[src/rtl/skt_pkg.sv]
// Package for the sorted key table: action and status codes and the
// command and status words between controller and datapath. No dependencies.
package skt_pkg;

  typedef enum logic [1:0] {
    ACT_LOAD  = 2'd0,
    ACT_SORT  = 2'd1,
    ACT_QUERY = 2'd2,
    ACT_NEXT  = 2'd3
  } action_e;

  typedef enum logic [1:0] {
    ST_OK     = 2'd0,
    ST_FULL   = 2'd1,
    ST_NOSORT = 2'd2,
    ST_NOMORE = 2'd3
  } status_e;

  typedef struct packed {
    logic    cap_in;
    logic    set_st;
    status_e st_code;
    logic    load_wr;
    logic    sort_init;
    logic    sort_rd_i;
    logic    sort_take;
    logic    sort_shift;
    logic    sort_place;
    logic    sort_end;
    logic    q_count;
    logic    q_init;
    logic    q_rd;
    logic    q_lo;
    logic    q_hi;
    logic    q_hit;
    logic    n_rd;
    logic    n_skip;
    logic    n_hit;
  } cmd_t;

  typedef struct packed {
    action_e act;
    logic    full;
    logic    sorted;
    logic    n_le1;
    logic    i_last;
    logic    j_one;
    logic    after;
    logic    lo_lt_hx;
    logic    key_eq;
    logic    key_lt;
    logic    rd_used;
    logic    cur_lt_n;
  } sts_t;

endpackage

[src/rtl/skt_ctrl.sv]
// Controller state machine of the sorted key table.
// Depends on skt_pkg for the command and status words.
module skt_ctrl (
  input  logic          clk_i,
  input  logic          rst_ni,
  input  logic          start_i,
  input  skt_pkg::sts_t sts_i,
  output skt_pkg::cmd_t cmd_o,
  output logic          busy_o,
  output logic          done_o
);

  localparam logic [3:0] S_IDLE  = 4'd0;
  localparam logic [3:0] S_EXEC  = 4'd1;
  localparam logic [3:0] S_RD    = 4'd2;
  localparam logic [3:0] S_TAKE  = 4'd3;
  localparam logic [3:0] S_CMP   = 4'd4;
  localparam logic [3:0] S_PLACE = 4'd5;
  localparam logic [3:0] S_QADDR = 4'd6;
  localparam logic [3:0] S_QCMP  = 4'd7;
  localparam logic [3:0] S_NADDR = 4'd8;
  localparam logic [3:0] S_NCHK  = 4'd9;
  localparam logic [3:0] S_DONE  = 4'd10;

  logic [3:0] state_q, state_d;

  always_ff @(posedge clk_i or negedge rst_ni) begin
    if (!rst_ni) begin
      state_q <= S_IDLE;
    end else begin
      state_q <= state_d;
    end
  end

  always_comb begin
    state_d = state_q;
    cmd_o   = '0;
    cmd_o.st_code = skt_pkg::ST_OK;
    unique case (state_q)
      S_IDLE: begin
        if (start_i) begin
          cmd_o.cap_in = 1'b1;
          state_d = S_EXEC;
        end
      end
      S_EXEC: begin
        state_d = S_DONE;
        unique case (sts_i.act)
          skt_pkg::ACT_LOAD: begin
            if (sts_i.full) begin
              cmd_o.set_st  = 1'b1;
              cmd_o.st_code = skt_pkg::ST_FULL;
            end else begin
              cmd_o.load_wr = 1'b1;
            end
          end
          skt_pkg::ACT_SORT: begin
            if (sts_i.n_le1) begin
              cmd_o.sort_end = 1'b1;
            end else begin
              cmd_o.sort_init = 1'b1;
              state_d = S_RD;
            end
          end
          skt_pkg::ACT_QUERY: begin
            cmd_o.q_count = 1'b1;
            if (!sts_i.sorted) begin
              cmd_o.set_st  = 1'b1;
              cmd_o.st_code = skt_pkg::ST_NOSORT;
            end else begin
              cmd_o.q_init = 1'b1;
              state_d = S_QADDR;
            end
          end
          skt_pkg::ACT_NEXT: begin
            if (!sts_i.sorted) begin
              cmd_o.set_st  = 1'b1;
              cmd_o.st_code = skt_pkg::ST_NOSORT;
            end else begin
              state_d = S_NADDR;
            end
          end
          default: state_d = S_DONE;
        endcase
      end
      S_RD: begin
        cmd_o.sort_rd_i = 1'b1;
        state_d = S_TAKE;
      end
      S_TAKE: begin
        cmd_o.sort_take = 1'b1;
        state_d = S_CMP;
      end
      S_CMP: begin
        if (sts_i.after) begin
          cmd_o.sort_shift = 1'b1;
          if (sts_i.j_one) begin
            state_d = S_PLACE;
          end
        end else begin
          state_d = S_PLACE;
        end
      end
      S_PLACE: begin
        cmd_o.sort_place = 1'b1;
        if (sts_i.i_last) begin
          cmd_o.sort_end = 1'b1;
          state_d = S_DONE;
        end else begin
          state_d = S_RD;
        end
      end
      S_QADDR: begin
        if (sts_i.lo_lt_hx) begin
          cmd_o.q_rd = 1'b1;
          state_d = S_QCMP;
        end else begin
          state_d = S_DONE;
        end
      end
      S_QCMP: begin
        if (sts_i.key_eq) begin
          cmd_o.q_hit = 1'b1;
          state_d = S_DONE;
        end else begin
          if (sts_i.key_lt) begin
            cmd_o.q_lo = 1'b1;
          end else begin
            cmd_o.q_hi = 1'b1;
          end
          state_d = S_QADDR;
        end
      end
      S_NADDR: begin
        if (sts_i.cur_lt_n) begin
          cmd_o.n_rd = 1'b1;
          state_d = S_NCHK;
        end else begin
          cmd_o.set_st  = 1'b1;
          cmd_o.st_code = skt_pkg::ST_NOMORE;
          state_d = S_DONE;
        end
      end
      S_NCHK: begin
        if (sts_i.rd_used) begin
          cmd_o.n_skip = 1'b1;
          state_d = S_NADDR;
        end else begin
          cmd_o.n_hit = 1'b1;
          state_d = S_DONE;
        end
      end
      S_DONE: state_d = S_IDLE;
      default: state_d = S_IDLE;
    endcase
  end

  assign busy_o = (state_q != S_IDLE);
  assign done_o = (state_q == S_DONE);

endmodule

[config.mk]
export PLATFORM = sky130hd
export DESIGN_NAME = skt_ctrl
export DESIGN_NICKNAME = d
export VERILOG_FILES = /design/src/rtl/skt_pkg.sv /design/src/rtl/skt_ctrl.sv
export SDC_FILE = /design/constraint.sdc
export NUM_CORES = 1
export LEC_CHECK = 0
export BUFFER_PORTS_ARGS = -buffer_cell sky130_fd_sc_hd__buf_2
export CORE_MARGIN = 2
export CORE_UTILIZATION = 39
export DETAILED_ROUTE_END_ITERATION = 10
export PLACE_DENSITY = 0.77
export SETUP_SLACK_MARGIN = 0.15
export SLEW_MARGIN = 15
export SYNTH_ARGS = -nofsm -noshare
export SYNTH_HDL_FRONTEND = slang
export SYNTH_SLANG_ARGS = --single-unit
[constraint.sdc]
create_clock -name clk_i -period 1.6 [get_ports clk_i]
set_input_delay 0.08 -clock clk_i [delete_from_list [all_inputs] [get_ports clk_i]]
set_output_delay 0.08 -clock clk_i [all_outputs]
set_load 0.005 [all_outputs]
==> results.txt, run 1 <==
Run status = finished with violations
Failing checks = negative setup slack
Vias = 741
Clock buffer depth = 2
Net Count, Synth = 93
GRT Total Usage = 23.1%
Worst-Margin Slew = 0.328 ns
Post-Synth Adder-Cell Area = 0%
Critical path endpoint category = primary output
# diodes = 0
Worst Path Required = 1.52 ns
Crit Path Class = reg -> out
Max VDD drop = 1.05 mV
Yosys top cell by area = dfrtp_1
Final setup fails = 7
GR Layer Usage met2 = 34.9%
Combinational family with the most area after synthesis = simple AND/OR/NAND/NOR gates
Layout area overhead = 65.4%
Sequential element share of the synthesized area = 19.1%
Area of the multi-input gates = 459 um2
Number of routed nets with antenna violations = 0
CTS Buf Count = 3
CP cell instances = or4b_4 -> or2_4 -> o21ai_2 -> buf_2
Synth Area in Simple Gates = 48.0%
Crit-path max FO = 5
Die Width = 40.7 um
Hold Fails Final Rpt = 0
Routed wire length = 1.62 mm
Largest net degree at the start of global routing = 15
Synthesized area = 524 um2
MaxCap Viol Count = 0
Setup Skew = 0.00329 ns
Gate count after technology mapping = 77
Detailed Routing Iterations Pass 1 = 4
Pwr Density = 1500 nW/um2
WP data arrival = 1.64 ns
Vias in the first global route = 575
LEAKAGE = 0.450 nW
Storage element area = 100 um2
Fmax = 582 MHz
CP delay by family, top = simple AND/OR/NAND/NOR gates
RSZ-0062 raised after global routing = yes
RePlAce Congestion = 0.814
Synth Area in XOR/XNOR = 0%
# rows = 13
# IOs = 38
Total negative slack = -0.498 ns
Post-layout minimum cycle time = 1.72 ns
Post-synthesis compound-gate area fraction = 22.9%
Reg clk slew, reported paths = 0.04 ns
Biggest register = state_q
Mux share of post-synthesis cell area = 1.91%
Top post-synthesis cells by area = dfrtp_1, nand2b_1, nor3_1
Die Y = 40.7 um
Top flop regs = state_q x4
HP Class = in -> reg
DR DRC count = 0
Initial antenna violation count = 0
Slowest-stage cell, CP = or4b_4
H-tree level count = 1
Sink Count = 4
Synthesized area per cell = 6.81 um2
Crit start category = flop
Initial Utilization = 40.8%
Top-area cell type share of the netlist area = 19.1%
Flops & latches, synth = 4
Global route hottest layer = met2
Max transition margin = 77.9%
Worst-Skew Late Latency = 0.23 ns
CTS tree = done
Final nets = 138
Vias/cell = 5.49
Port bufs = 37
Wire length per cell = 12.0 um
Core area = 1280 um2
DPL Wire Length = 1.20 mm
Ratio of cells with drive above 1 in the final layout = 50.8%
# fillers = 112
Buf+Inv Stages, Crit Path = 1
DIE AREA = 1650 um2
Number of max-slew violations in the final report = 0
Max reg flops = 4
Root Buffer = clkbuf_4
Slack of the critical path = -0.119 ns
Post-synth cell types = 33
Crit share post-route = 107%
Initial DRC count = 8
Syn. warnings = 0
First-pass GRT wire length = 2.41 mm
Met1 Track Usage GR = 27.2%
Hold Slack = 0.141 ns
Met3 Use GR = 6.52%
Largest stage delay, worst path = 0.53 ns
Remaining global-route overflow = 0
==> worst reg2reg max path, cell delays in order (launching register included) <==
cell,delay (ns)
dfrtp_1,0.37
or4b_4,0.53
or2_4,0.27
buf_4,0.14
o22ai_2,0.13
==> cells in the mapped netlist <==
master / count
a2111oi_0: 1
a21boi_0: 1
a21oi_1: 2
a311o_1: 1
a311oi_1: 1
a31oi_1: 1
a32oi_1: 1
and3_1: 3
and3b_1: 1
buf_2: 1
clkbuf_1: 3
dfrtp_1: 4
inv_1: 7
mux2i_1: 1
nand2_1: 5
nand2b_1: 8
nand3_1: 1
nand3b_1: 1
nor2_1: 7
nor2b_1: 5
nor3_1: 7
nor3b_1: 1
nor4_1: 2
o211ai_1: 1
o21ai_0: 2
o21ai_1: 1
o22a_1: 1
o22ai_1: 2
o2bb2ai_1: 1
o31ai_1: 1
or2_4: 1
or4_1: 1
or4b_4: 1
==> placed cells by master, fill, tap and decap left out, types with 2 or more instances in the layout <==
master    synthesis  final
nand2b_4          0      2
a21oi_1           2      2
nor2_1            7      6
dfrtp_1           4      4
and3_1            3      3
o21ai_2           0      2
buf_2             1     37
buf_4             0      6
nor3_2            0      2
nor2b_1           5      4
inv_1             7      7
clkbuf_4          0      3
nand2b_1          8      6
nand2_1           5      5
nor3_1            7      5
==> layer usage <==
layer,wire (um),part of all wire [%]
met5,0,0
met3,105,6.5
met4,19,1.2
met1,697,43
met2,794,49
==> power by group <==
part | switching [mW] | total (mW) | internal, mW
combinational | 0.535 | 1.01 | 0.471
clock | 0.0383 | 0.122 | 0.0836
sequential | 0.0236 | 0.176 | 0.152
total | 0.597 | 1.30 | 0.707
==> per-stage QoR <==
| stage | instance area, um2 | cells | setup slack [ns] | total power [mW] | utilization (%) |
|---|---|---|---|---|---|
| after floorplan | 529 | 77 | 0.145 | 0.715 | - |
| after global placement | 754 | 130 | 0.139 | 0.994 | 58.7 |
| after detailed placement | 754 | 130 | 0.120 | 1.01 | 58.7 |
| after CTS | 806 | 134 | -0.129 | 1.18 | 62.7 |
| after global routing | 867 | 135 | -0.200 | 1.44 | 67.5 |
| final | 867 | 135 | -0.119 | 1.30 | 67.5 |
==> area by class of cell <==
class                      count  area share (%)
multi-input combinational     62            53.0
tap                           15            2.16
clock buffer                   3            2.60
inverter                       7            3.03
timing repair buffer          44            27.7
sequential                     4            11.5
==> worst paths after layout <==
kind | startpoint | endpoint | slack, ns | depth (start not counted)
setup / recovery | state_q[3] | cmd_o[16] | -0.12 | 4
hold / removal | sts_i[6] | state_q[0] | 0.14 | 3
max in group asynchronous | rst_ni | state_q[2] | 1.29 | 2
hold reg to reg | state_q[0] | state_q[0] | 0.62 | 2
setup reg to reg | state_q[3] | state_q[2] | 0.07 | 4
min in group asynchronous | rst_ni | state_q[1] | 0.19 | 2
==> timing repair <==
action,in CTS,in global routing
setup buffers,0,1
hold buffers,1,0
pin swaps,2,1
setup endpoints to repair,11,18
cloned,0,0
resized for setup,4,13
endpoints found under the hold margin,4,0
==> kinds of logic after synthesis <==
logic type | count (synthesis)
flops | 4
buf+inv | 11
compound gates | 17
simple gates | 44
mux | 1
No activity file was read; power rests on OpenSTA's default activity.
==> run 2: changes to the inputs <==
--- a/config.mk
+++ b/config.mk
@@ -11,6 +11,7 @@
 export DETAILED_ROUTE_END_ITERATION = 10
 export PLACE_DENSITY = 0.77
 export SETUP_SLACK_MARGIN = 0.15
+export SKIP_CTS_REPAIR_TIMING = 1
 export SLEW_MARGIN = 15
 export SYNTH_ARGS = -nofsm -noshare
 export SYNTH_HDL_FRONTEND = slang
==> constraint.sdc (replaced) <==
create_clock -name clk_i -period 1.6 [get_ports clk_i]
set_input_delay 0.08 -clock clk_i [delete_from_list [all_inputs] [get_ports clk_i]]
set_output_delay 0.08 -clock clk_i [all_outputs]
set_load 0.02 [all_outputs]
==> results.txt, run 2 (synthesis gave the netlist of run 1 again) <==
Pre-CTS WS = 0.0347 ns (-0.0851 ns)
WL met1 = 667 um (-4.3%)
Worst-Skew Late Latency = 0.23 ns (about the same)
Layout area overhead = 73.5%
Port bufs = 37 (unchanged)
Sw Ratio = 50.4% (+4.6 points)
Critical path endpoint category = primary output
Remaining global-route overflow = 0 (unchanged)
Die Width = 40.7 um (unchanged)
Initial DRC count = 29 (+21)
DIE AREA = 1650 um2 (unchanged)
Crit Path Class = reg -> out
Biggest register = state_q
Crit-path max FO = 5 (unchanged)
Reg2Reg Depth = 4 (unchanged)
RSZ-0062 raised after global routing = yes
Vias = 726 (-2.0%)
Ratio of cells with drive above 1 in the final layout = 50.4% (-0.41 points)
MaxCap Viol Count = 0 (unchanged)
DR WL met3 = 120 um (+14%)
Crit path capture = cmd_o[15]
Core area = 1280 um2 (unchanged)
Clock buffer depth = 2 (unchanged)
Worst Path Required = 1.52 ns (about the same)
R2R Path Start = state_q[1]
Top flop regs = state_q x4
Internal power = 0.715 mW (+1.1%)
# diodes = 0 (unchanged)
GRT Total Usage = 21.7% (-1.4 points)
Crit share post-route = 110% (+3.0 points)
Max reg flops = 4 (unchanged)
WP data arrival = 1.69 ns (+0.05 ns)
Final nets = 137 (-0.72%)
Root Buffer = clkbuf_4
First-pass GRT wire length = 2.35 mm (-2.6%)
Detailed Routing Iterations Pass 1 = 4 (unchanged)
Setup slack, reg-to-reg = 0.12 ns (+0.05 ns)
Die Y = 40.7 um (unchanged)
Initial antenna violation count = 0 (unchanged)
CTS Buf Count = 3 (unchanged)
Max transition margin = 80.1% (+2.2 points)
Most frequent cells in the layout = buf_2, buf_4, inv_1
Setup Skew = 0.00226 ns (-0.00103 ns)
Routed wire length = 1.68 mm (+4.0%)
Failing checks = negative setup slack
Slack of the critical path = -0.167 ns (-0.0482 ns)
Number of routed nets with antenna violations = 0 (unchanged)
DPL Wire Length = 1.21 mm (+1.4%)
Most common cell after layout, fill and taps aside = buf_2
Vias/cell = 5.42 (-1.3%)
Initial Utilization = 40.8% (unchanged)
WL met2 = 887 um (+12%)
Fmax = 566 MHz (-2.7%)
Reg clk slew, reported paths = 0.04 ns (about the same)
Finished layout cell area = 910 um2 (+4.9%)
Post-layout minimum cycle time = 1.77 ns (+0.0482 ns)
Crit start category = flop
LEAKAGE = 0.450 nW (about the same)
Hold Fails Final Rpt = 0 (unchanged)
Sequential Power Share = 12.5% (-1.0 points)
Max VDD drop = 0.963 mV (-8.4%)
Hold Slack = 0.0865 ns (-0.0546 ns)
# rows = 13 (unchanged)
Vias in the first global route = 550 (-4.3%)
Final setup fails = 8 (+1)
R2R Path End = state_q[1]
CTS tree = done
HP Class = in -> reg
Uppermost layer routed = met4
Sink Count = 4 (unchanged)
Wire length per cell = 12.6 um (+4.8%)
H-tree level count = 1 (unchanged)
Run status = finished with violations
RePlAce Congestion = 0.787 (-3.3%)
Number of max-slew violations in the final report = 0 (unchanged)
Pwr Density = 1580 nW/um2 (+5.3%)
Worst-Margin Slew = 0.298 ns (-0.0304 ns)
Gate power share = 78.9% (+1.7 points)
Clock power share = 8.6% (-0.8 points)
Fin util = 70.8% (+3.3 points)
Net Switching = 0.725 mW (+22%)
DR DRC count = 0 (unchanged)
# IOs = 38 (unchanged)
Placed cells = 130 (unchanged)
Crit path from = state_q[1]
Placed Instance Area = 783 um2 (+3.8%)
Non-filler instance count after layout = 134 (-0.74%)
Largest net degree at the start of global routing = 15 (unchanged)
## run 2: cell count changes in the layout (fill, tap and decap cells not counted), moves of 2 or more
cell	change
buf_2	-9
nor2_2	+2
nor2_1	-3
buf_4	+2
buf_6	+6
o21ai_2	-2
## run 2: worst max-delay path, cell delays in order (launching register included)
cell	delay, ns
dfrtp_1	0.37
or4b_4	0.54
or2_4	0.28
nor3_2	0.11
buf_4	0.16
## run 2: how the worst min path moves through the flow
stage,from,slack [ns],depth (start not counted),endpoint
after global routing,sts_i[6],0.12,3,state_q[0]
after floorplan,rst_ni,-0.22,0,state_q[0]
final,sts_i[6],0.09,3,state_q[0]
after detailed placement,rst_ni,-0.11,1,state_q[0]
after global placement,rst_ni,-0.12,1,state_q[0]
after CTS,rst_ni,-0.36,1,state_q[0]
## run 2: area by class of cell
type	count	area (um2)
Clock buffer	3	22.5
Fill cell	107	375
Inverter	7	26.3
Multi-Input combinational cell	62	464
Sequential cell	4	100
Tap cell	15	18.8
Timing Repair Buffer	43	278
## run 2: power groups by stage
stage / Clock, mW / Sequential [mW] / Combinational (mW)
final: 0.123 / 0.180 / 1.14
after global routing: 0.125 / 0.184 / 1.24
after CTS: 0.124 / 0.176 / 0.980
after detailed placement: 0 / 0.177 / 0.977
after global placement: 0 / 0.174 / 0.966
after floorplan: 0 / 0.189 / 0.670
## run 2: through the flow
step	total power [mW]	TNS (ns)
CTS	1.28	-1.13
finish	1.44	-0.874
global placement	1.14	0
floorplan	0.859	-0.000611
detailed placement	1.15	0
global route	1.55	-1.14
## run 2: metal layers
layer	up-vias	track usage [%]
met1	323	25.2
met4	0	10.0
met3	2	3.26
met5	-	0
li1	365	-
met2	36	38.5
==> run 3: changes to the inputs <==
--- a/config.mk
+++ b/config.mk
@@ -16,3 +16,4 @@
 export SYNTH_ARGS = -nofsm -noshare
 export SYNTH_HDL_FRONTEND = slang
 export SYNTH_SLANG_ARGS = --single-unit
+export TNS_END_PERCENT = 1
==> results.txt, run 3 (synthesis gave the netlist of run 1 again) <==
R2R Path Start = state_q[2]
Vias in the first global route = 554 (+0.73%)
Run status = finished with violations
Reg clk slew, reported paths = 0.04 ns (about the same)
Max VDD drop = 0.878 mV (-8.8%)
Design Power = 1.44 mW (-0.17%)
Gate power share = 79.0% (about the same)
# fillers = 110 (+2.8%)
Sequential Power Share = 12.4% (about the same)
Initial Utilization = 40.8% (unchanged)
Hold Fails Final Rpt = 0 (unchanged)
Critical path endpoint category = primary output
Internal power = 0.717 mW (+0.31%)
Initial DRC count = 26 (-10%)
Detailed Routing Iterations Pass 1 = 7 (+3)
Root Buffer = clkbuf_4
Crit path from = state_q[2]
WP data arrival = 1.69 ns (about the same)
Setup Skew = 0.00280 ns (+0.000538 ns)
HP Class = in -> reg
Storage element area = 100 um2 (unchanged)
Final nets = 137 (unchanged)
Top flop regs = state_q x4
WL met2 = 848 um (-4.4%)
Non-filler instance count after layout = 134 (unchanged)
MaxCap Viol Count = 0 (unchanged)
Max reg flops = 4 (unchanged)
RSZ-0062 raised after global routing = yes
Max transition margin = 81.7% (+1.6 points)
Vias/cell = 5.46 (+0.83%)
Worst Path Required = 1.52 ns (about the same)
Number of max-slew violations in the final report = 0 (unchanged)
Final setup fails = 8 (unchanged)
CTS tree = done
Failing checks = negative setup slack
DR DRC count = 0 (unchanged)
LEAKAGE = 0.446 nW (-0.82%)
CTS Buf Count = 3 (unchanged)
Die Width = 40.7 um (unchanged)
Sw Ratio = 50.1% (-0.24 points)
Crit-path max FO = 5 (unchanged)
Remaining global-route overflow = 0 (unchanged)
Port bufs = 37 (unchanged)
Most common cell after layout, fill and taps aside = buf_2
DIE AREA = 1650 um2 (unchanged)
Reg2Reg Depth = 4 (unchanged)
Ratio of cells with drive above 1 in the final layout = 49.6% (-0.84 points)
Pwr Density = 1630 nW/um2 (+2.9%)
DR WL met3 = 132 um (+10%)
RePlAce Congestion = 0.822 (+4.4%)
# diodes = 0 (unchanged)
Fin util = 68.6% (-2.1 points)
Vias = 732 (+0.83%)
DPL Wire Length = 1.16 mm (-4.6%)
Most frequent cells in the layout = buf_2, buf_4, inv_1
Crit Path Class = reg -> out
Area of the multi-input gates = 449 um2 (-3.2%)
Crit share post-route = 111% (+0.35 points)
Fmax = 564 MHz (-0.32%)
Uppermost layer routed = met4
Die Y = 40.7 um (unchanged)
Number of routed nets with antenna violations = 0 (unchanged)
Net Switching = 0.720 mW (-0.65%)
WL met1 = 675 um (+1.2%)
Core area = 1280 um2 (unchanged)
Post-layout minimum cycle time = 1.77 ns (+0.00560 ns)
Largest net degree at the start of global routing = 15 (unchanged)
GRT Total Usage = 20.1% (-1.5 points)
Clock power share = 8.6% (about the same)
Wire length per cell = 12.5 um (-0.36%)
# rows = 13 (unchanged)
Sink Count = 4 (unchanged)
Layout area overhead = 68.3%
Biggest register = state_q
Crit path capture = cmd_o[16]
# IOs = 38 (unchanged)
Worst-Margin Slew = 0.273 ns (-0.0251 ns)
Initial antenna violation count = 0 (unchanged)
Slack of the critical path = -0.172 ns (-0.00560 ns)
Routed wire length = 1.68 mm (-0.36%)
R2R Path End = state_q[1]
H-tree level count = 1 (unchanged)
Placed cells = 130 (unchanged)
First-pass GRT wire length = 2.16 mm (-8.0%)
Pre-CTS WS = 0.0655 ns (+0.0308 ns)
Clock buffer depth = 2 (unchanged)
Worst-Skew Late Latency = 0.23 ns (about the same)
Crit start category = flop
Setup slack, reg-to-reg = 0.16 ns (+0.04 ns)
## run 3: cell type report
cell class	instances	area share (%)
timing repair buffer	43	30.1
multi-input combinational	62	50.9
tap	15	2.13
inverter	7	2.98
sequential	4	11.3
clock buffer	3	2.55
## run 3: through the flow
step | area, um2 | hold WS [ns] | TNS, ns
finish | 882 | 0.101 | -0.943
global route | 882 | 0.124 | -1.45
global placement | 761 | -0.116 | 0
detailed placement | 761 | -0.116 | 0
CTS | 783 | -0.365 | -1.04
floorplan | 536 | -0.216 | -0.0141
## run 3: how the worst min path moves through the flow
stage | start | end | slack (ns) | depth (start not counted)
global route | sts_i[6] | state_q[0] | 0.12 | 3
CTS | rst_ni | state_q[3] | -0.36 | 1
finish | sts_i[6] | state_q[0] | 0.10 | 3
floorplan | rst_ni | state_q[0] | -0.22 | 0
detailed placement | rst_ni | state_q[1] | -0.12 | 1
global placement | rst_ni | state_q[0] | -0.12 | 1
## run 3: metal layers
layer  track usage, %  up-vias
li1                 -      364
met1             23.7      334
met2             33.7       32
met3             3.26        2
met4             12.5        0
met5                0        -
## run 3: critical path, stage by stage (launching register included)
cell and delay, ns:
dfrtp_1 0.38, or4b_4 0.52, or2_4 0.27, o21ai_2 0.15
buf_6 0.13
## run 3: power by group through the flow
stage               registers (mW)  clock network [mW]  logic (mW)
floorplan                    0.189                   0       0.654
CTS                          0.176               0.127       0.972
detailed placement           0.177                   0       0.954
global route                 0.185               0.138        1.23
finish                       0.178               0.124        1.14
global placement             0.174                   0       0.949
